<file path="src/design/drc_pkg.sv">
`timescale 1ns / 1ps
// Shared types and constants for the dual RC pulse conditioner.
package drc_pkg;

  localparam int PULSE_BITS_DEF = 12;
  localparam int AGE_BITS_DEF   = 11;

  localparam int CFG_IDX_W = 3;
  localparam int CFG_W     = 24;
  localparam int LIM_W     = 12;
  localparam int FRAC_BITS = 15;

  typedef enum logic [1:0] {
    CMD_PULSE  = 2'd0,
    CMD_TICK   = 2'd1,
    CMD_ARM    = 2'd2,
    CMD_DISARM = 2'd3
  } cmd_e;

  typedef enum logic [2:0] {
    STAT_OK          = 3'd0,
    STAT_RANGE       = 3'd1,
    STAT_LOST        = 3'd2,
    STAT_NOT_READY   = 3'd3,
    STAT_MAIN_ARMED  = 3'd4,
    STAT_DISARM_REQ  = 3'd5
  } status_e;

  typedef enum logic [2:0] {
    REG_DEADZONE   = 3'd0,
    REG_TIMEOUT    = 3'd1,
    REG_REVERSE    = 3'd2,
    REG_THR_LIMITS = 3'd3,
    REG_THR_CENTER = 3'd4,
    REG_STR_LIMITS = 3'd5,
    REG_STR_CENTER = 3'd6
  } reg_idx_e;

  typedef enum logic [2:0] {
    S_IDLE,
    S_PREP,
    S_NORM,
    S_DIV,
    S_MUL_THR,
    S_MUL_STR,
    S_FIN
  } state_e;

  // register resets
  localparam logic [7:0]  DZ_RST      = 8'd30;
  localparam logic [9:0]  TMO_RST     = 10'd100;
  localparam logic [1:0]  REV_RST     = 2'd0;
  localparam logic [23:0] LIMITS_RST  = 24'd7783500;  // 1100..1900 us
  localparam logic [11:0] CENTER_RST  = 12'd1500;

  // clamps and scale factors
  localparam logic [7:0]  DZ_MAX      = 8'd200;
  localparam logic [9:0]  TMO_MIN     = 10'd20;
  localparam logic [9:0]  TMO_MAX     = 10'd1000;
  localparam logic [13:0] K_THR       = 14'd10000;
  localparam logic [13:0] K_STR       = 14'd4500;
  localparam logic [14:0] NORM_MAX    = 15'd32767;
  localparam logic [28:0] ROUND_HALF  = 29'd16384;

endpackage

</file>
<file path="src/design/drc_if.sv">
`timescale 1ns / 1ps
// Valid/ready channel interfaces for pulse items and result items.
interface drc_in_if #(
  parameter int PULSE_BITS = drc_pkg::PULSE_BITS_DEF
);
  logic                  valid;
  logic                  ready;
  logic [1:0]            cmd;
  logic                  channel_sel;
  logic [PULSE_BITS-1:0] pulse_us;
  logic                  force_arm;
  logic                  main_armed;

  modport source (output valid, cmd, channel_sel, pulse_us, force_arm, main_armed,
                  input ready);
  modport sink   (input valid, cmd, channel_sel, pulse_us, force_arm, main_armed,
                  output ready);
endinterface

interface drc_out_if;
  logic               valid;
  logic               ready;
  logic               armed_now;
  logic               inputs_ready;
  logic               drive_valid;
  logic signed [14:0] throttle_drive;
  logic signed [13:0] steering_drive;
  logic               main_disarm_request;
  logic [2:0]         status_code;

  modport source (output valid, armed_now, inputs_ready, drive_valid, throttle_drive,
                  steering_drive, main_disarm_request, status_code,
                  input ready);
  modport sink   (input valid, armed_now, inputs_ready, drive_valid, throttle_drive,
                  steering_drive, main_disarm_request, status_code,
                  output ready);
endinterface

</file>
<file path="src/design/dual_rc_pulse_conditioner_arm.sv">
`timescale 1ns / 1ps
// Top level: two-channel RC pulse conditioner with arming and failsafe.
//
//  channel   dir   handshake      payload
//  in_i      in    valid/ready    cmd, channel_sel, pulse_us, force_arm, main_armed
//  res_o     out   valid/ready    armed_now .. status_code, one item per input item
//  cfg       in    cfg_we_i       cfg_idx_i selects register, cfg_wdata_i (24 bit)
//
// A tick, arm or disarm item passes PREP, MUL_THR, MUL_STR and FIN to res_o;
// an in-range pulse adds a normalize step and, unless it lands in the deadzone
// or saturates, 15 restoring-divider steps, one quotient bit each.
// in_i is ready only in idle, so a new item waits until the last one leaves FIN.
// One shared 15x14 multiplier scales both drive values in two steps.
// Reset (async, active low) clears the state and loads the register defaults.
// A finished result sits in the output register; the block takes the next
// item meanwhile and holds its own result in the final step until res_o drains.
module dual_rc_pulse_conditioner_arm #(
  parameter int PULSE_BITS = drc_pkg::PULSE_BITS_DEF,
  parameter int AGE_BITS   = drc_pkg::AGE_BITS_DEF
) (
  input  logic                          clk_i,
  input  logic                          rst_ni,
  input  logic                          cfg_we_i,
  input  logic [drc_pkg::CFG_IDX_W-1:0] cfg_idx_i,
  input  logic [drc_pkg::CFG_W-1:0]     cfg_wdata_i,
  drc_in_if.sink                        in_i,
  drc_out_if.source                     res_o
);

  // compare width for pulse vs. 12-bit limits, signed width for deltas
  localparam int CW = (PULSE_BITS > drc_pkg::LIM_W) ? PULSE_BITS : drc_pkg::LIM_W;
  localparam int NW = CW + 2;
  localparam logic signed [NW-1:0] ONE_S = NW'(1);

  drc_pkg::state_e state_q, state_d;

  // configuration
  logic [7:0]  dz_cfg_q;
  logic [9:0]  tmo_cfg_q;
  logic [1:0]  rev_q;
  logic [23:0] thr_lim_q, str_lim_q;
  logic [11:0] thr_ctr_q, str_ctr_q;

  // latched item
  drc_pkg::cmd_e         cmd_q;
  logic                  ch_q;
  logic [PULSE_BITS-1:0] pulse_q;
  logic                  force_q;
  logic                  main_q;

  // block state
  logic [AGE_BITS-1:0] age_q [2];
  logic [1:0]          seen_q;
  logic signed [15:0]  norm_q [2];
  logic                arm_q;

  // staged result
  logic               res_arm_q, res_ready_q, res_drive_q, res_req_q;
  drc_pkg::status_e   res_status_q;
  logic signed [14:0] thr_q;
  logic signed [13:0] str_q;

  // output register
  logic               o_valid_q;
  logic               o_arm_q, o_ready_q, o_drive_q, o_req_q;
  drc_pkg::status_e   o_status_q;
  logic signed [14:0] o_thr_q;
  logic signed [13:0] o_str_q;

  // divider
  logic [11:0] den_q, rem_q;
  logic [14:0] quo_q;
  logic [3:0]  cnt_q;
  logic        sign_q;

  // control strobes
  logic in_take, out_free, ld_out;

  // ---------------------------------------------------------------------------
  // Configuration writes
  // ---------------------------------------------------------------------------
  always_ff @(posedge clk_i or negedge rst_ni) begin
    if (!rst_ni) begin
      dz_cfg_q  <= drc_pkg::DZ_RST;
      tmo_cfg_q <= drc_pkg::TMO_RST;
      rev_q     <= drc_pkg::REV_RST;
      thr_lim_q <= drc_pkg::LIMITS_RST;
      thr_ctr_q <= drc_pkg::CENTER_RST;
      str_lim_q <= drc_pkg::LIMITS_RST;
      str_ctr_q <= drc_pkg::CENTER_RST;
    end else if (cfg_we_i) begin
      unique case (drc_pkg::reg_idx_e'(cfg_idx_i))
        drc_pkg::REG_DEADZONE:   dz_cfg_q  <= cfg_wdata_i[7:0];
        drc_pkg::REG_TIMEOUT:    tmo_cfg_q <= cfg_wdata_i[9:0];
        drc_pkg::REG_REVERSE:    rev_q     <= cfg_wdata_i[1:0];
        drc_pkg::REG_THR_LIMITS: thr_lim_q <= cfg_wdata_i[23:0];
        drc_pkg::REG_THR_CENTER: thr_ctr_q <= cfg_wdata_i[11:0];
        drc_pkg::REG_STR_LIMITS: str_lim_q <= cfg_wdata_i[23:0];
        drc_pkg::REG_STR_CENTER: str_ctr_q <= cfg_wdata_i[11:0];
        default: ;
      endcase
    end
  end

  // ---------------------------------------------------------------------------
  // Channel selection and clamped settings
  // ---------------------------------------------------------------------------
  logic [23:0] lim;
  logic [11:0] lo, hi, trim;
  logic [7:0]  dz;
  logic [9:0]  tmo;
  logic [CW-1:0] pulse_x;
  logic        in_rng;

  assign lim     = ch_q ? str_lim_q : thr_lim_q;
  assign lo      = lim[11:0];
  assign hi      = lim[23:12];
  assign trim    = ch_q ? str_ctr_q : thr_ctr_q;
  assign dz      = (dz_cfg_q > drc_pkg::DZ_MAX) ? drc_pkg::DZ_MAX : dz_cfg_q;
  assign tmo     = (tmo_cfg_q < drc_pkg::TMO_MIN) ? drc_pkg::TMO_MIN :
                   (tmo_cfg_q > drc_pkg::TMO_MAX) ? drc_pkg::TMO_MAX : tmo_cfg_q;
  assign pulse_x = CW'(pulse_q);
  assign in_rng  = (pulse_x >= CW'(lo)) && (pulse_x <= CW'(hi));

  // ---------------------------------------------------------------------------
  // Age / seen update and arming decision (PREP step)
  // ---------------------------------------------------------------------------
  logic [AGE_BITS-1:0] age_n [2];
  logic [AGE_BITS-1:0] tmo_x;
  logic [1:0]          seen_n;
  logic                ready_n, arm_n, req_n, drive_n;
  drc_pkg::status_e    status_n;

  assign tmo_x = AGE_BITS'(tmo);

  always_comb begin
    age_n[0] = age_q[0];
    age_n[1] = age_q[1];
    seen_n   = seen_q;
    if (cmd_q == drc_pkg::CMD_PULSE && in_rng) begin
      age_n[ch_q]  = '0;
      seen_n[ch_q] = 1'b1;
    end else if (cmd_q == drc_pkg::CMD_TICK) begin
      for (int k = 0; k < 2; k++) begin
        if (age_q[k] != '1) age_n[k] = age_q[k] + 1'b1;
      end
    end
  end

  assign ready_n = seen_n[0] && seen_n[1] && (age_n[0] <= tmo_x) && (age_n[1] <= tmo_x);

  always_comb begin
    arm_n    = arm_q;
    req_n    = 1'b0;
    status_n = drc_pkg::STAT_OK;
    unique case (cmd_q) inside
      drc_pkg::CMD_PULSE, drc_pkg::CMD_TICK: begin
        if (cmd_q == drc_pkg::CMD_PULSE && !in_rng) status_n = drc_pkg::STAT_RANGE;
        // failsafe overrides the range code
        if (arm_q) begin
          if (!ready_n) begin
            arm_n    = 1'b0;
            status_n = drc_pkg::STAT_LOST;
          end else if (main_q) begin
            arm_n    = 1'b0;
            status_n = drc_pkg::STAT_MAIN_ARMED;
          end
        end
      end
      drc_pkg::CMD_ARM: begin
        if (!arm_q) begin
          if (!ready_n) begin
            status_n = drc_pkg::STAT_NOT_READY;
          end else if (main_q) begin
            req_n    = force_q;
            status_n = force_q ? drc_pkg::STAT_DISARM_REQ : drc_pkg::STAT_MAIN_ARMED;
          end else begin
            arm_n = 1'b1;
          end
        end
      end
      drc_pkg::CMD_DISARM: arm_n = 1'b0;
      default: ;
    endcase
  end

  assign drive_n = arm_n && !main_q && ready_n;

  // ---------------------------------------------------------------------------
  // Normalize setup (NORM step): deadzone, numerator, divisor, saturation
  // ---------------------------------------------------------------------------
  logic signed [NW-1:0] p_s, trim_s, dz_s, lo_s, hi_s, delta, num_s, den_s;
  logic [11:0]          den_c;
  logic                 is_pos, is_neg, sat, sgn_n;

  assign p_s    = signed'({2'b00, pulse_x});
  assign trim_s = signed'(NW'(trim));
  assign dz_s   = signed'(NW'(dz));
  assign lo_s   = signed'(NW'(lo));
  assign hi_s   = signed'(NW'(hi));
  assign delta  = p_s - trim_s;
  assign is_pos = delta > dz_s;
  assign is_neg = delta < -dz_s;
  assign num_s  = is_pos ? (delta - dz_s) : (-delta - dz_s);
  assign den_s  = is_pos ? (hi_s - trim_s - dz_s) : (trim_s - lo_s - dz_s);
  assign den_c  = (den_s < ONE_S) ? 12'd1 : den_s[11:0];
  // num >= den means the quotient reaches +1
  assign sat    = num_s >= signed'(NW'(den_c));
  assign sgn_n  = is_neg ^ rev_q[ch_q];

  // ---------------------------------------------------------------------------
  // Restoring divider step: (num * 2^15 + den/2) / den, one bit per cycle
  // ---------------------------------------------------------------------------
  logic [14:0] half_den;
  logic [12:0] rem_sh, rem_diff;
  logic        div_ge;
  logic [14:0] quo_n;
  logic signed [15:0] quo_s;

  assign half_den = {4'b0000, den_q[11:1]};
  assign rem_sh   = {rem_q, half_den[cnt_q]};
  assign div_ge   = rem_sh >= {1'b0, den_q};
  assign rem_diff = rem_sh - {1'b0, den_q};
  assign quo_n    = {quo_q[13:0], div_ge};
  assign quo_s    = signed'({1'b0, quo_n});

  // ---------------------------------------------------------------------------
  // Shared scaling multiplier
  // ---------------------------------------------------------------------------
  logic               mul_sel;
  logic signed [15:0] nv, nv_neg;
  logic [14:0]        mag;
  logic [13:0]        k_mul;
  logic [28:0]        prod, prod_rnd;
  logic signed [14:0] r_s, drv;

  assign mul_sel  = (state_q == drc_pkg::S_MUL_STR);
  assign nv       = norm_q[mul_sel];
  assign nv_neg   = -nv;
  assign mag      = nv[15] ? nv_neg[14:0] : nv[14:0];
  assign k_mul    = mul_sel ? drc_pkg::K_STR : drc_pkg::K_THR;
  assign prod     = 29'(mag) * 29'(k_mul);
  assign prod_rnd = prod + drc_pkg::ROUND_HALF;
  assign r_s      = signed'({1'b0, prod_rnd[28:drc_pkg::FRAC_BITS]});
  assign drv      = nv[15] ? -r_s : r_s;

  // ---------------------------------------------------------------------------
  // Sequencer
  // ---------------------------------------------------------------------------
  always_comb begin
    state_d = state_q;
    unique case (state_q)
      drc_pkg::S_IDLE:    if (in_take) state_d = drc_pkg::S_PREP;
      drc_pkg::S_PREP: begin
        state_d = (cmd_q == drc_pkg::CMD_PULSE && in_rng) ? drc_pkg::S_NORM
                                                          : drc_pkg::S_MUL_THR;
      end
      drc_pkg::S_NORM: begin
        state_d = ((!is_pos && !is_neg) || sat) ? drc_pkg::S_MUL_THR : drc_pkg::S_DIV;
      end
      drc_pkg::S_DIV:     if (cnt_q == 4'd0) state_d = drc_pkg::S_MUL_THR;
      drc_pkg::S_MUL_THR: state_d = drc_pkg::S_MUL_STR;
      drc_pkg::S_MUL_STR: state_d = drc_pkg::S_FIN;
      drc_pkg::S_FIN:     if (out_free) state_d = drc_pkg::S_IDLE;
      default:            state_d = drc_pkg::S_IDLE;
    endcase
  end

  always_comb begin
    in_i.ready = (state_q == drc_pkg::S_IDLE);
    in_take    = in_i.valid && (state_q == drc_pkg::S_IDLE);
    out_free   = !o_valid_q || res_o.ready;
    ld_out     = (state_q == drc_pkg::S_FIN) && out_free;
  end

  always_ff @(posedge clk_i or negedge rst_ni) begin
    if (!rst_ni) begin
      state_q   <= drc_pkg::S_IDLE;
      age_q[0]  <= '0;
      age_q[1]  <= '0;
      seen_q    <= '0;
      norm_q[0] <= '0;
      norm_q[1] <= '0;
      arm_q     <= 1'b0;
      o_valid_q <= 1'b0;
    end else begin
      state_q <= state_d;
      if (state_q == drc_pkg::S_PREP) begin
        age_q[0] <= age_n[0];
        age_q[1] <= age_n[1];
        seen_q   <= seen_n;
        arm_q    <= arm_n;
      end
      if (state_q == drc_pkg::S_NORM) begin
        if (!is_pos && !is_neg) begin
          norm_q[ch_q] <= '0;
        end else if (sat) begin
          norm_q[ch_q] <= sgn_n ? -signed'({1'b0, drc_pkg::NORM_MAX})
                                :  signed'({1'b0, drc_pkg::NORM_MAX});
        end
      end
      if (state_q == drc_pkg::S_DIV && cnt_q == 4'd0) begin
        norm_q[ch_q] <= sign_q ? -quo_s : quo_s;
      end
      if (ld_out) begin
        o_valid_q <= 1'b1;
      end else if (res_o.ready) begin
        o_valid_q <= 1'b0;
      end
    end
  end

  // payload registers
  always_ff @(posedge clk_i) begin
    if (in_take) begin
      cmd_q   <= drc_pkg::cmd_e'(in_i.cmd);
      ch_q    <= in_i.channel_sel;
      pulse_q <= PULSE_BITS'(in_i.pulse_us);
      force_q <= in_i.force_arm;
      main_q  <= in_i.main_armed;
    end
    if (state_q == drc_pkg::S_PREP) begin
      res_arm_q    <= arm_n;
      res_ready_q  <= ready_n;
      res_drive_q  <= drive_n;
      res_req_q    <= req_n;
      res_status_q <= status_n;
    end
    if (state_q == drc_pkg::S_NORM) begin
      rem_q  <= num_s[11:0];
      den_q  <= den_c;
      sign_q <= sgn_n;
      quo_q  <= '0;
      cnt_q  <= 4'd14;
    end
    if (state_q == drc_pkg::S_DIV) begin
      rem_q <= div_ge ? rem_diff[11:0] : rem_sh[11:0];
      quo_q <= quo_n;
      cnt_q <= cnt_q - 4'd1;
    end
    if (state_q == drc_pkg::S_MUL_THR) thr_q <= res_drive_q ? drv : '0;
    if (state_q == drc_pkg::S_MUL_STR) str_q <= res_drive_q ? drv[13:0] : '0;
    if (ld_out) begin
      o_arm_q    <= res_arm_q;
      o_ready_q  <= res_ready_q;
      o_drive_q  <= res_drive_q;
      o_req_q    <= res_req_q;
      o_status_q <= res_status_q;
      o_thr_q    <= thr_q;
      o_str_q    <= str_q;
    end
  end

  assign res_o.valid               = o_valid_q;
  assign res_o.armed_now           = o_arm_q;
  assign res_o.inputs_ready        = o_ready_q;
  assign res_o.drive_valid         = o_drive_q;
  assign res_o.throttle_drive      = o_thr_q;
  assign res_o.steering_drive      = o_str_q;
  assign res_o.main_disarm_request = o_req_q;
  assign res_o.status_code         = o_status_q;

  // ---------------------------------------------------------------------------
  // Assertions
  // ---------------------------------------------------------------------------
  a_drive_needs_arm: assert property (@(posedge clk_i) disable iff (!rst_ni)
    res_o.valid && res_o.drive_valid |-> res_o.armed_now && res_o.inputs_ready)
    else $error("drive_valid without arm and ready");

  a_idle_drive_zero: assert property (@(posedge clk_i) disable iff (!rst_ni)
    res_o.valid && !res_o.drive_valid |->
      res_o.throttle_drive == '0 && res_o.steering_drive == '0)
    else $error("nonzero drive while not driving");

  a_req_status: assert property (@(posedge clk_i) disable iff (!rst_ni)
    res_o.valid |-> res_o.main_disarm_request ==
      (res_o.status_code == drc_pkg::STAT_DISARM_REQ))
    else $error("disarm request and status disagree");

  a_div_ends: assert property (@(posedge clk_i) disable iff (!rst_ni)
    state_q == drc_pkg::S_DIV && cnt_q == 4'd0 |=> state_q == drc_pkg::S_MUL_THR)
    else $error("divider overran");

  a_take_prep: assert property (@(posedge clk_i) disable iff (!rst_ni)
    in_i.valid && in_i.ready |=> state_q == drc_pkg::S_PREP && !in_i.ready)
    else $error("accepted item not started");

endmodule
</file>
<file path="src/flat_wrapper.sv">
// flat-port wrapper written by rule: the top's interface ports become plain ports
module dual_rc_pulse_conditioner_arm_flat 
#(
  parameter int PULSE_BITS = drc_pkg::PULSE_BITS_DEF,
  parameter int AGE_BITS   = drc_pkg::AGE_BITS_DEF
)
  (clk_i, rst_ni, cfg_we_i, cfg_idx_i, cfg_wdata_i, in_i_valid, in_i_cmd, in_i_channel_sel, in_i_pulse_us, in_i_force_arm, in_i_main_armed, in_i_ready, res_o_valid, res_o_armed_now, res_o_inputs_ready, res_o_drive_valid, res_o_throttle_drive, res_o_steering_drive, res_o_main_disarm_request, res_o_status_code, res_o_ready);
  drc_in_if #(.PULSE_BITS(PULSE_BITS)) in_i_i ();
  drc_out_if res_o_i ();
  input  logic clk_i;
  input  logic rst_ni;
  input  logic cfg_we_i;
  input  logic [drc_pkg::CFG_IDX_W-1:0] cfg_idx_i;
  input  logic [drc_pkg::CFG_W-1:0] cfg_wdata_i;
  input wire logic [$bits(in_i_i.valid)-1:0] in_i_valid;
  input wire logic [$bits(in_i_i.cmd)-1:0] in_i_cmd;
  input wire logic [$bits(in_i_i.channel_sel)-1:0] in_i_channel_sel;
  input wire logic [$bits(in_i_i.pulse_us)-1:0] in_i_pulse_us;
  input wire logic [$bits(in_i_i.force_arm)-1:0] in_i_force_arm;
  input wire logic [$bits(in_i_i.main_armed)-1:0] in_i_main_armed;
  output wire logic [$bits(in_i_i.ready)-1:0] in_i_ready;
  output wire logic [$bits(res_o_i.valid)-1:0] res_o_valid;
  output wire logic [$bits(res_o_i.armed_now)-1:0] res_o_armed_now;
  output wire logic [$bits(res_o_i.inputs_ready)-1:0] res_o_inputs_ready;
  output wire logic [$bits(res_o_i.drive_valid)-1:0] res_o_drive_valid;
  output wire logic [$bits(res_o_i.throttle_drive)-1:0] res_o_throttle_drive;
  output wire logic [$bits(res_o_i.steering_drive)-1:0] res_o_steering_drive;
  output wire logic [$bits(res_o_i.main_disarm_request)-1:0] res_o_main_disarm_request;
  output wire logic [$bits(res_o_i.status_code)-1:0] res_o_status_code;
  input wire logic [$bits(res_o_i.ready)-1:0] res_o_ready;
  assign in_i_i.valid = in_i_valid;
  assign in_i_i.cmd = in_i_cmd;
  assign in_i_i.channel_sel = in_i_channel_sel;
  assign in_i_i.pulse_us = in_i_pulse_us;
  assign in_i_i.force_arm = in_i_force_arm;
  assign in_i_i.main_armed = in_i_main_armed;
  assign in_i_ready = in_i_i.ready;
  assign res_o_valid = res_o_i.valid;
  assign res_o_armed_now = res_o_i.armed_now;
  assign res_o_inputs_ready = res_o_i.inputs_ready;
  assign res_o_drive_valid = res_o_i.drive_valid;
  assign res_o_throttle_drive = res_o_i.throttle_drive;
  assign res_o_steering_drive = res_o_i.steering_drive;
  assign res_o_main_disarm_request = res_o_i.main_disarm_request;
  assign res_o_status_code = res_o_i.status_code;
  assign res_o_i.ready = res_o_ready;
  dual_rc_pulse_conditioner_arm #(.PULSE_BITS(PULSE_BITS), .AGE_BITS(AGE_BITS)) u_core (.clk_i(clk_i), .rst_ni(rst_ni), .cfg_we_i(cfg_we_i), .cfg_idx_i(cfg_idx_i), .cfg_wdata_i(cfg_wdata_i), .in_i(in_i_i), .res_o(res_o_i));
endmodule
</file>
<file path="config.mk">
export PLATFORM = sky130hd
export DESIGN_NAME = dual_rc_pulse_conditioner_arm_flat
export DESIGN_NICKNAME = d
export VERILOG_FILES = /design/src/design/drc_pkg.sv /design/src/design/drc_if.sv /design/src/design/dual_rc_pulse_conditioner_arm.sv /design/src/flat_wrapper.sv
export SDC_FILE = /design/constraint.sdc
export NUM_CORES = 1
export LEC_CHECK = 0
export ABC_AREA = 1
export BUFFER_PORTS_ARGS = -buffer_cell sky130_fd_sc_hd__buf_4
export CAP_MARGIN = 25
export CELL_PAD_IN_SITES_DETAIL_PLACEMENT = 1
export CELL_PAD_IN_SITES_GLOBAL_PLACEMENT = 1
export CORE_MARGIN = 2
export CORE_UTILIZATION = 28
export CTS_CLUSTER_DIAMETER = 60
export DETAILED_ROUTE_END_ITERATION = 6
export PLACE_DENSITY = 0.54
export REMOVE_ABC_BUFFERS = 1
export SLEW_MARGIN = 25
export SYNTH_ARGS = -nofsm -noshare
export SYNTH_HDL_FRONTEND = slang
export SYNTH_SLANG_ARGS = --single-unit
</file>
<file path="constraint.sdc">
create_clock -name clk_i -period 6.9 [get_ports clk_i]
set_input_delay 1.38 -clock clk_i [delete_from_list [all_inputs] [get_ports clk_i]]
set_output_delay 1.38 -clock clk_i [all_outputs]
set_load 0.01 [all_outputs]
</file>
==> results of run 1 <==
## state kept, by name, summed over array words and instances, names as in the netlist, 14 cells and up
signal	count
u_core.str_lim_q	24
u_core.str_q	14
u_core.res_o.steering_drive	14
u_core.norm_q	32
u_core.age_q	22
u_core.thr_lim_q	24
u_core.quo_q	14
u_core.res_o.throttle_drive	15
u_core.thr_q	15
## per-stage QoR
step | utilization, % | std cells
after floorplan | - | 2825
after global placement | 33.5 | 4320
after detailed placement | 33.5 | 4320
after CTS | 37.5 | 4494
after global routing | 39.4 | 4544
final | 39.4 | 4544
## cells in the final DEF (no fill, tap or decap), types with 14 or more instances in the layout
master	n
nand2_1	493
nor3_1	34
nor2_2	37
ha_1	229
a21oi_2	38
a21oi_1	128
mux2i_1	17
o211ai_1	29
nand3_1	97
or2_2	30
nand4_1	23
inv_2	29
dfrtp_1	110
nand2_2	74
o21ai_0	232
buf_4	526
xnor2_1	16
nor2_4	20
clkbuf_16	45
buf_6	36
xor2_1	55
ha_4	41
inv_1	420
o21ai_2	19
edfxtp_1	132
o21ai_1	24
o21ai_4	14
fa_1	66
nor2_1	185
nand3_2	26
nand2_4	26
dfstp_2	43
## worst paths after layout
kind | cells after the start | slack (ns) | end
setup reg to reg | 51 | -0.54 | u_core.norm_q[11]
hold reg to reg | 0 | 0.42 | u_core.res_o.throttle_drive[6]
hold / removal | 0 | 0.42 | u_core.res_o.throttle_drive[6]
max in group asynchronous | 2 | 4.52 | u_core.norm_q[8]
min in group asynchronous | 1 | 0.88 | u_core.thr_lim_q[1]
setup / recovery | 51 | -0.54 | u_core.norm_q[11]
## metal layers
metal	track usage (%)	vias to the layer above	share of wire (%)
met1	23.0	10700	43
met5	0	-	0
met2	34.2	214	52
met3	2.09	101	2.5
met4	4.48	0	2.1
li1	-	10600	-
## synthesized netlist by cell type, drive strengths merged, types with 2 or more instances
master	number	area, µm²
nand2	594	2280
inv	452	1700
o21ai	289	1470
ha	271	3390
nor2	242	941
a21oi	173	881
nand3	134	703
edfxtp	132	3960
dfrtp	110	2750
fa	68	1360
xor2	67	587
clkbuf	58	218
dfstp	43	1130
nor3	42	210
or2	38	238
o211ai	29	218
nand4	23	144
buf	22	111
mux2i	21	210
xnor2	20	183
nor4	10	62.6
o21bai	8	63.8
a211oi	7	52.6
nand3b	7	52.6
o31ai	7	52.6
a21o	6	45.0
a31oi	5	31.3
o21a	5	37.5
a22oi	4	30.0
o22ai	4	25.0
a221oi	3	26.3
clkinv	2	7.51
## cell families (layout without fill, tap and decap cells)
group / after synthesis / after routing / synth area share [%]
simple gates: 1093 / 1093 / 20.0
compound gates: 545 / 545 / 12.8
buf+inv: 534 / 1103 / 8.76
fa+ha+maj: 339 / 339 / 20.4
flops: 285 / 285 / 33.7
xor+xnor: 87 / 87 / 3.31
mux: 21 / 21 / 0.904
other cells: 1 / 1 / 0.0161
## critical path: cells and delay by family (launching register included)
family,cells,cell delay (ns)
AOI/OAI and AO/OA,7,0.81
xor gates and xnor gates,2,0.39
adders and majority gates,3,0.99
buffers and inverters,26,3.20
DFF,1,0.50
muxes,1,0.12
and+or+nand+nor,12,1.28
## repair_timing
action,4_1_cts,5_1_grt
pin swaps,115,192
setup buffers,92,48
gates resized for setup,226,292
setup endpoints to repair,62,62
gates cloned,2,1
## area by class of cell
| type | count | area share [%] |
|---|---|---|
| multi-input combinational | 2086 | 47.7 |
| sequential | 285 | 24.2 |
| timing repair buffer | 569 | 13.9 |
| inverter | 454 | 5.30 |
| tap | 1070 | 4.13 |
| clock buffer | 52 | 3.55 |
| clock inverter | 28 | 1.17 |
==> flow_summary.ini, run 1 <==
[logic_synthesis]
synth_edf_count = 132
synth-seq-area-share_pct = 33.7
synth_area_um2 = 23200
synth_ff_type = edfxtp_1
yosys_warnings = 0
yosysUniqueCellTypes = 59
syn_area_per_cell_um2 = 8.00
synth_cells = 2905
yosys_register_bits = 285
async_reset_ff_share_pct = 53.7

[job]
maxCapViolations = 0

[critical_path]
crit_arrival_ns = 7.89
cp_slowest_cell = edfxtp_1
crit_type = flip-flop to flip-flop
cp_max_fo = 8
endpoint_kind = flip-flop
cp-startpoint = u_core.ch_q
r2r-start = u_core.ch_q
cp_common_cell = buf_4
critPathLaunchType = flip-flop
slowest_delay_ns = 0.50
critPathRequiredTime_ns = 7.35

[floorplanning]
initial_core_util_pct = 28.3
die_area_um2 = 85400
rows = 105
die_y_um = 292
ios = 87
core-area_um2 = 82100
die_x_um = 292

[finish]
syn_to_final_growth_pct = 39.3
n_antenna_cell = 0
fin_nets = 3827
multi_input_comb_area_um2 = 15500
n_fill_cell = 9660
seqCellArea_um2 = 7850
final_area_um2 = 32400
drive_gt1_share_pct = 31.8

[worst_hold_path]
holdCritPathClass = flip-flop to flip-flop
hold_start = u_core.thr_q[6]

[timing]
rsz0062_at_grt = yes
min_period_over_period_pct = 108
skew_ns = 0.0347
holdWs_ns = 0.420
setup_slack_ns = -0.543
hold_viol_final = 0
maxSlewHeadroom_pct = 28.4
fin_tns_setup_ns = -17.25
drv_slew = 0
max_freq_ghz = 0.134
finalSetupViolations = 35
worstMarginPinSlew_ns = 1.07
post-route-min-period_ns = 7.44

[placement]
gp_congestion = 0.863
dp_slack_ns = -1.09
postPlaceCellArea_um2 = 27500
detailed_place_hpwl_um = 61400
port_buffers = 86

[route]
drc = 0
firstDrtPassIters = 4
drt-vias-per-instance = 4.76
vias = 21600
ant_nets = 0
routed_wl_um = 80500
drt-initial-drc-count = 882
post_drt_wl_per_cell_um = 17.7

[global_route]
grt-ovfl-total = 0
grt_max_degree = 96
grt_first_pass_wirelength_um = 127000
track_usage_pct = 18.6
antenna_found_initial = 3
first_global_vias = 23700

[clock_tree]
clkLatencyLatePin_ns = 0.59
cts-root-buf = clkbuf_16
clk_pin_slew_ns = 0.06
htreeDepth = 2
cts_hold_buf = 0
tritoncts = done
cts_buffers = 43
clockBufferDepth = 3
cts.sinks = 285

[run_status]
status = complete, but fails checks
violations = negative setup slack
Power of run 1 is not shown: default switching activity piles up to over one toggle a cycle in this logic, so the estimate is an artifact.
==> inputs of run 2 (changes only) <==
--- a/config.mk
+++ b/config.mk
@@ -15,6 +15,7 @@
 export CTS_CLUSTER_DIAMETER = 60
 export DETAILED_ROUTE_END_ITERATION = 6
 export PLACE_DENSITY = 0.54
+export RECOVER_POWER = 100
 export REMOVE_ABC_BUFFERS = 1
 export SLEW_MARGIN = 25
 export SYNTH_ARGS = -nofsm -noshare
==> flow_summary.ini, run 2 (same netlist as run 1, synthesis figures left out) <==
[run_status]
status = complete, but fails checks
violations = max-capacitance violations, max-slew violations, negative setup slack

[global_route]
grt-ovfl-total = 0
first_global_vias = 23700
grt_max_degree = 96
track_usage_pct = 18.6
grt_first_pass_wirelength_um = 127000
antenna_found_initial = 3

[route]
vias = 21600
drt-initial-drc-count = 855
drc = 0
post_drt_wl_per_cell_um = 17.7
ant_nets = 0
firstDrtPassIters = 5
routed_wl_um = 80300
drt-vias-per-instance = 4.75

[timing]
max_freq_ghz = 0.134
setup_slack_ns = -0.545
min_period_over_period_pct = 108
fin_tns_setup_ns = -25.81
rsz0062_at_grt = yes
maxSlewHeadroom_pct = -256
worstMarginPinSlew_ns = 5.35
skew_ns = 0.0376
finalSetupViolations = 58
post-route-min-period_ns = 7.45
drv_slew = 209
hold_viol_final = 0

[placement]
port_buffers = 86
gp_congestion = 0.863
detailed_place_hpwl_um = 61400

[worst_hold_path]
hold_path_depth = 0
holdCritPathClass = flip-flop to flip-flop

[clock_tree]
cts_buffers = 43
tritoncts = done
cts_hold_buf = 0
cts.sinks = 285
clk_pin_slew_ns = 0.06
cts-root-buf = clkbuf_16
clockBufferDepth = 3
htreeDepth = 2
clkLatencyLatePin_ns = 0.60

[critical_path]
crit_type = flip-flop to flip-flop
endpoint_kind = flip-flop
critPathRequiredTime_ns = 7.35
reg2reg_depth = 51
cp_slowest_cell = edfxtp_1
cp_common_cell = buf_4
slowest_delay_ns = 0.50
cp_max_fo = 8
critPathLaunchType = flip-flop
crit_arrival_ns = 7.89

[job]
maxCapViolations = 5

[finish]
fin_nets = 3827
syn_to_final_growth_pct = 38.8
layout_common_cells = buf_4 (494), nand2_1 (493), inv_1 (421)
n_antenna_cell = 0
top_register = u_core.norm_q
layout_commonest_cell = buf_4
largest_reg_flops = 32
top_regs = u_core.norm_q (32), u_core.str_lim_q (24), u_core.thr_lim_q (24)
drive_gt1_share_pct = 31.2

[floorplanning]
die_area_um2 = 85400
core-area_um2 = 82100
die_x_um = 292
die_y_um = 292
ios = 87
rows = 105
initial_core_util_pct = 28.3
## run 2: worst paths after layout
kind                                  from                        endpoint  slack (ns)
setup / recovery               u_core.ch_q               u_core.norm_q[11]       -0.55
hold / removal             u_core.str_q[2]  u_core.res_o.steering_drive[2]        0.42
min in group asynchronous           rst_ni             u_core.thr_lim_q[1]        2.74
max in group asynchronous           rst_ni                u_core.norm_q[8]        0.85
setup reg to reg               u_core.ch_q               u_core.norm_q[11]       -0.55
hold reg to reg            u_core.str_q[2]  u_core.res_o.steering_drive[2]        0.42
## run 2: final cells by class
type | count | area [µm²]
Tap cell | 1070 | 1340
Fill cell | 9674 | 49900
Inverter | 454 | 1720
Clock inverter | 28 | 380
Sequential cell | 285 | 7850
Timing Repair Buffer | 569 | 4390
Multi-Input combinational cell | 2086 | 15400
Clock buffer | 52 | 1150
## run 2: stage by stage
stage / cell area (µm²) / cells / util, % / hold WS, ns / setup slack [ns]
2_1_floorplan: 22900 / 2825 / - / 0.400 / -2.20
3_3_place_gp: 27500 / 4320 / 33.5 / 0.410 / -0.615
3_5_place_dp: 27500 / 4320 / 33.5 / 0.406 / -1.09
4_1_cts: 30800 / 4494 / 37.5 / 0.420 / -0.449
5_1_grt: 32300 / 4544 / 39.3 / 0.426 / -1.03
6_report: 32300 / 4544 / 39.3 / 0.419 / -0.545
## run 2: routing by layer
metal	part of all wire [%]	up-vias	GRT usage (%)	wire length (µm)
met3	2.4	104	2.09	1930
met2	52	210	34.2	41600
met5	0	-	0	0
li1	-	10600	-	-
met4	2.2	0	4.48	1750
met1	44	10600	23.0	35000
## run 2: timing repair
| action | 4_1_cts | 5_1_grt |
|---|---|---|
| buffers inserted | 92 | 48 |
| endpoints found under the setup margin | 62 | 62 |
| cloned | 2 | 1 |
| endpoints found under the hold margin | 0 | 0 |
| pin swaps | 115 | 192 |
| resized for setup | 226 | 292 |
## run 2: worst max-delay path: cells and delay by family (launching register included)
kind	cells	cell delay, ns
AO/OA/AOI/OAI	7	0.82
XOR/XNOR	2	0.39
adder cells (fa/ha/maj)	3	0.99
flip-flops	1	0.50
buffers and inverters	26	3.20
multiplexers	1	0.12
AND/OR/NAND/NOR	12	1.28
Power of run 2 is left out for the same reason.
==> inputs of run 3 (changes only) <==
--- a/config.mk
+++ b/config.mk
@@ -17,6 +17,7 @@
 export PLACE_DENSITY = 0.54
 export RECOVER_POWER = 100
 export REMOVE_ABC_BUFFERS = 1
+export SETUP_SLACK_MARGIN = 0.5
 export SLEW_MARGIN = 25
 export SYNTH_ARGS = -nofsm -noshare
 export SYNTH_HDL_FRONTEND = slang
==> flow_summary.ini, run 3 (same netlist as run 1, synthesis figures left out) <==
[clock_tree]
htreeDepth = 2
clockBufferDepth = 3
cts_buffers = 43
cts_hold_buf = 0
cts-root-buf = clkbuf_16
clkLatencyLatePin_ns = 0.60
clk_pin_slew_ns = 0.06
cts.sinks = 285
tritoncts = done

[route]
firstDrtPassIters = 5
drc = 0
vias = 21700
routed_wl_um = 81100
drt-vias-per-instance = 4.77
ant_nets = 0
drt-initial-drc-count = 900
post_drt_wl_per_cell_um = 17.8

[finish]
top_register = u_core.norm_q
layout_common_cells = nand2_1 (490), buf_4 (485), inv_1 (413)
fin_nets = 3842
layout_commonest_cell = nand2_1
syn_to_final_growth_pct = 40.5
seqCellArea_um2 = 7850
top_regs = u_core.norm_q (32), u_core.str_lim_q (24), u_core.thr_lim_q (24)
drive_gt1_share_pct = 32.5
multi_input_comb_area_um2 = 15600
n_fill_cell = 9632
stdcell_count = 4559
n_antenna_cell = 0
largest_reg_flops = 32

[worst_hold_path]
hold_path_depth = 0
hold-path-endpoint = u_core.res_o.throttle_drive[6]
hold_start = u_core.thr_q[6]
holdCritPathClass = flip-flop to flip-flop

[critical_path]
slowest_delay_ns = 0.50
cp_slowest_cell = edfxtp_1
crit_type = flip-flop to flip-flop
cp-startpoint = u_core.ch_q
crit_arrival_ns = 8.02
r2r_end = u_core.norm_q[11]
r2r-start = u_core.ch_q
endpoint_kind = flip-flop
reg2reg_slack_ns = -0.67
critPathRequiredTime_ns = 7.35
cp_max_fo = 8
critPathLaunchType = flip-flop
reg2reg_depth = 50

[timing]
max_freq_ghz = 0.132
post-route-min-period_ns = 7.57
skew_ns = 0.0364
setup_slack_ns = -0.669
maxSlewHeadroom_pct = -256
rsz0062_at_grt = yes
finalSetupViolations = 62
hold_viol_final = 0
min_period_over_period_pct = 110
worstMarginPinSlew_ns = 5.33
drv_slew = 209

[placement]
detailed_place_hpwl_um = 61400
port_buffers = 86
dpl.cell_count = 4320
gp_congestion = 0.863

[global_route]
grt_util_met2_pct = 34.7
first_global_vias = 23900
grt_max_degree = 96
track_usage_pct = 18.8
use_met1_pct = 23.0
grt_busiest_layer = met2
antenna_found_initial = 3
grt_first_pass_wirelength_um = 128000
grt-ovfl-total = 0
use_met3_pct = 2.21

[floorplanning]
ios = 87
die_y_um = 292
die_x_um = 292
core-area_um2 = 82100
initial_core_util_pct = 28.3
die_area_um2 = 85400
rows = 105

[job]
maxCapViolations = 5

[run_status]
status = complete, but fails checks
violations = max-capacitance violations, max-slew violations, negative setup slack
run 3: worst max-delay path by stage:
stage | to | cells after the start | slack [ns]
6_report | u_core.norm_q[11] | 50 | -0.67
5_1_grt | u_core.norm_q[10] | 53 | -1.07
4_1_cts | u_core.norm_q[21] | 51 | -0.45
3_5_place_dp | u_core.norm_q[21] | 52 | -1.09
3_3_place_gp | u_core.norm_q[10] | 53 | -0.61
2_1_floorplan | u_core.norm_q[1] | 46 | -2.20
run 3: per-layer routing:
| metal | routed length [µm] | part of all wire (%) | up-vias |
|---|---|---|---|
| met4 | 1580 | 1.9 | 0 |
| li1 | - | - | 10700 |
| met5 | 0 | 0 | - |
| met3 | 1890 | 2.3 | 97 |
| met2 | 42400 | 52 | 223 |
| met1 | 35300 | 43 | 10800 |
run 3: timing repair:
item / CTS / global route
cloned: 2 / 2
pin swaps: 192 / 185
resized for setup: 370 / 229
endpoints found under the setup margin: 64 / 66
buffers inserted: 111 / 42
run 3: worst max-delay path, delay by kind of cell (launching register included):
family / cells / cell delay, ns
AO/OA/AOI/OAI: 12 / 1.65
XOR/XNOR: 2 / 0.48
adder cells (fa/ha/maj): 4 / 1.26
buffers and inverters: 11 / 1.31
flip-flops: 1 / 0.50
multiplexers: 1 / 0.21
AND/OR/NAND/NOR: 20 / 2.01
run 3: through the flow:
stage                     cell area, µm²  util, %  hold slack, ns  setup WS (ns)  setup TNS, ns
after floorplan                    22900        -           0.400          -2.20         -76.54
after global placement             27500     33.5           0.410         -0.615         -27.86
after detailed placement           27500     33.5           0.406          -1.09         -43.87
after CTS                          31500     38.3           0.420         -0.449         -12.57
after global routing               32700     39.8           0.426          -1.07         -55.87
final                              32700     39.8           0.417         -0.669         -30.59
run 3: final cells by class:
cell class | instances | area share, %
inverters | 454 | 5.25
well taps | 1070 | 4.10
clock buffers | 52 | 3.52
clock inverters | 28 | 1.16
flip-flops and latches | 285 | 24.0
repair buffers | 584 | 14.1
multi-input cells | 2086 | 47.9
Power of run 3 is left out for the same reason.
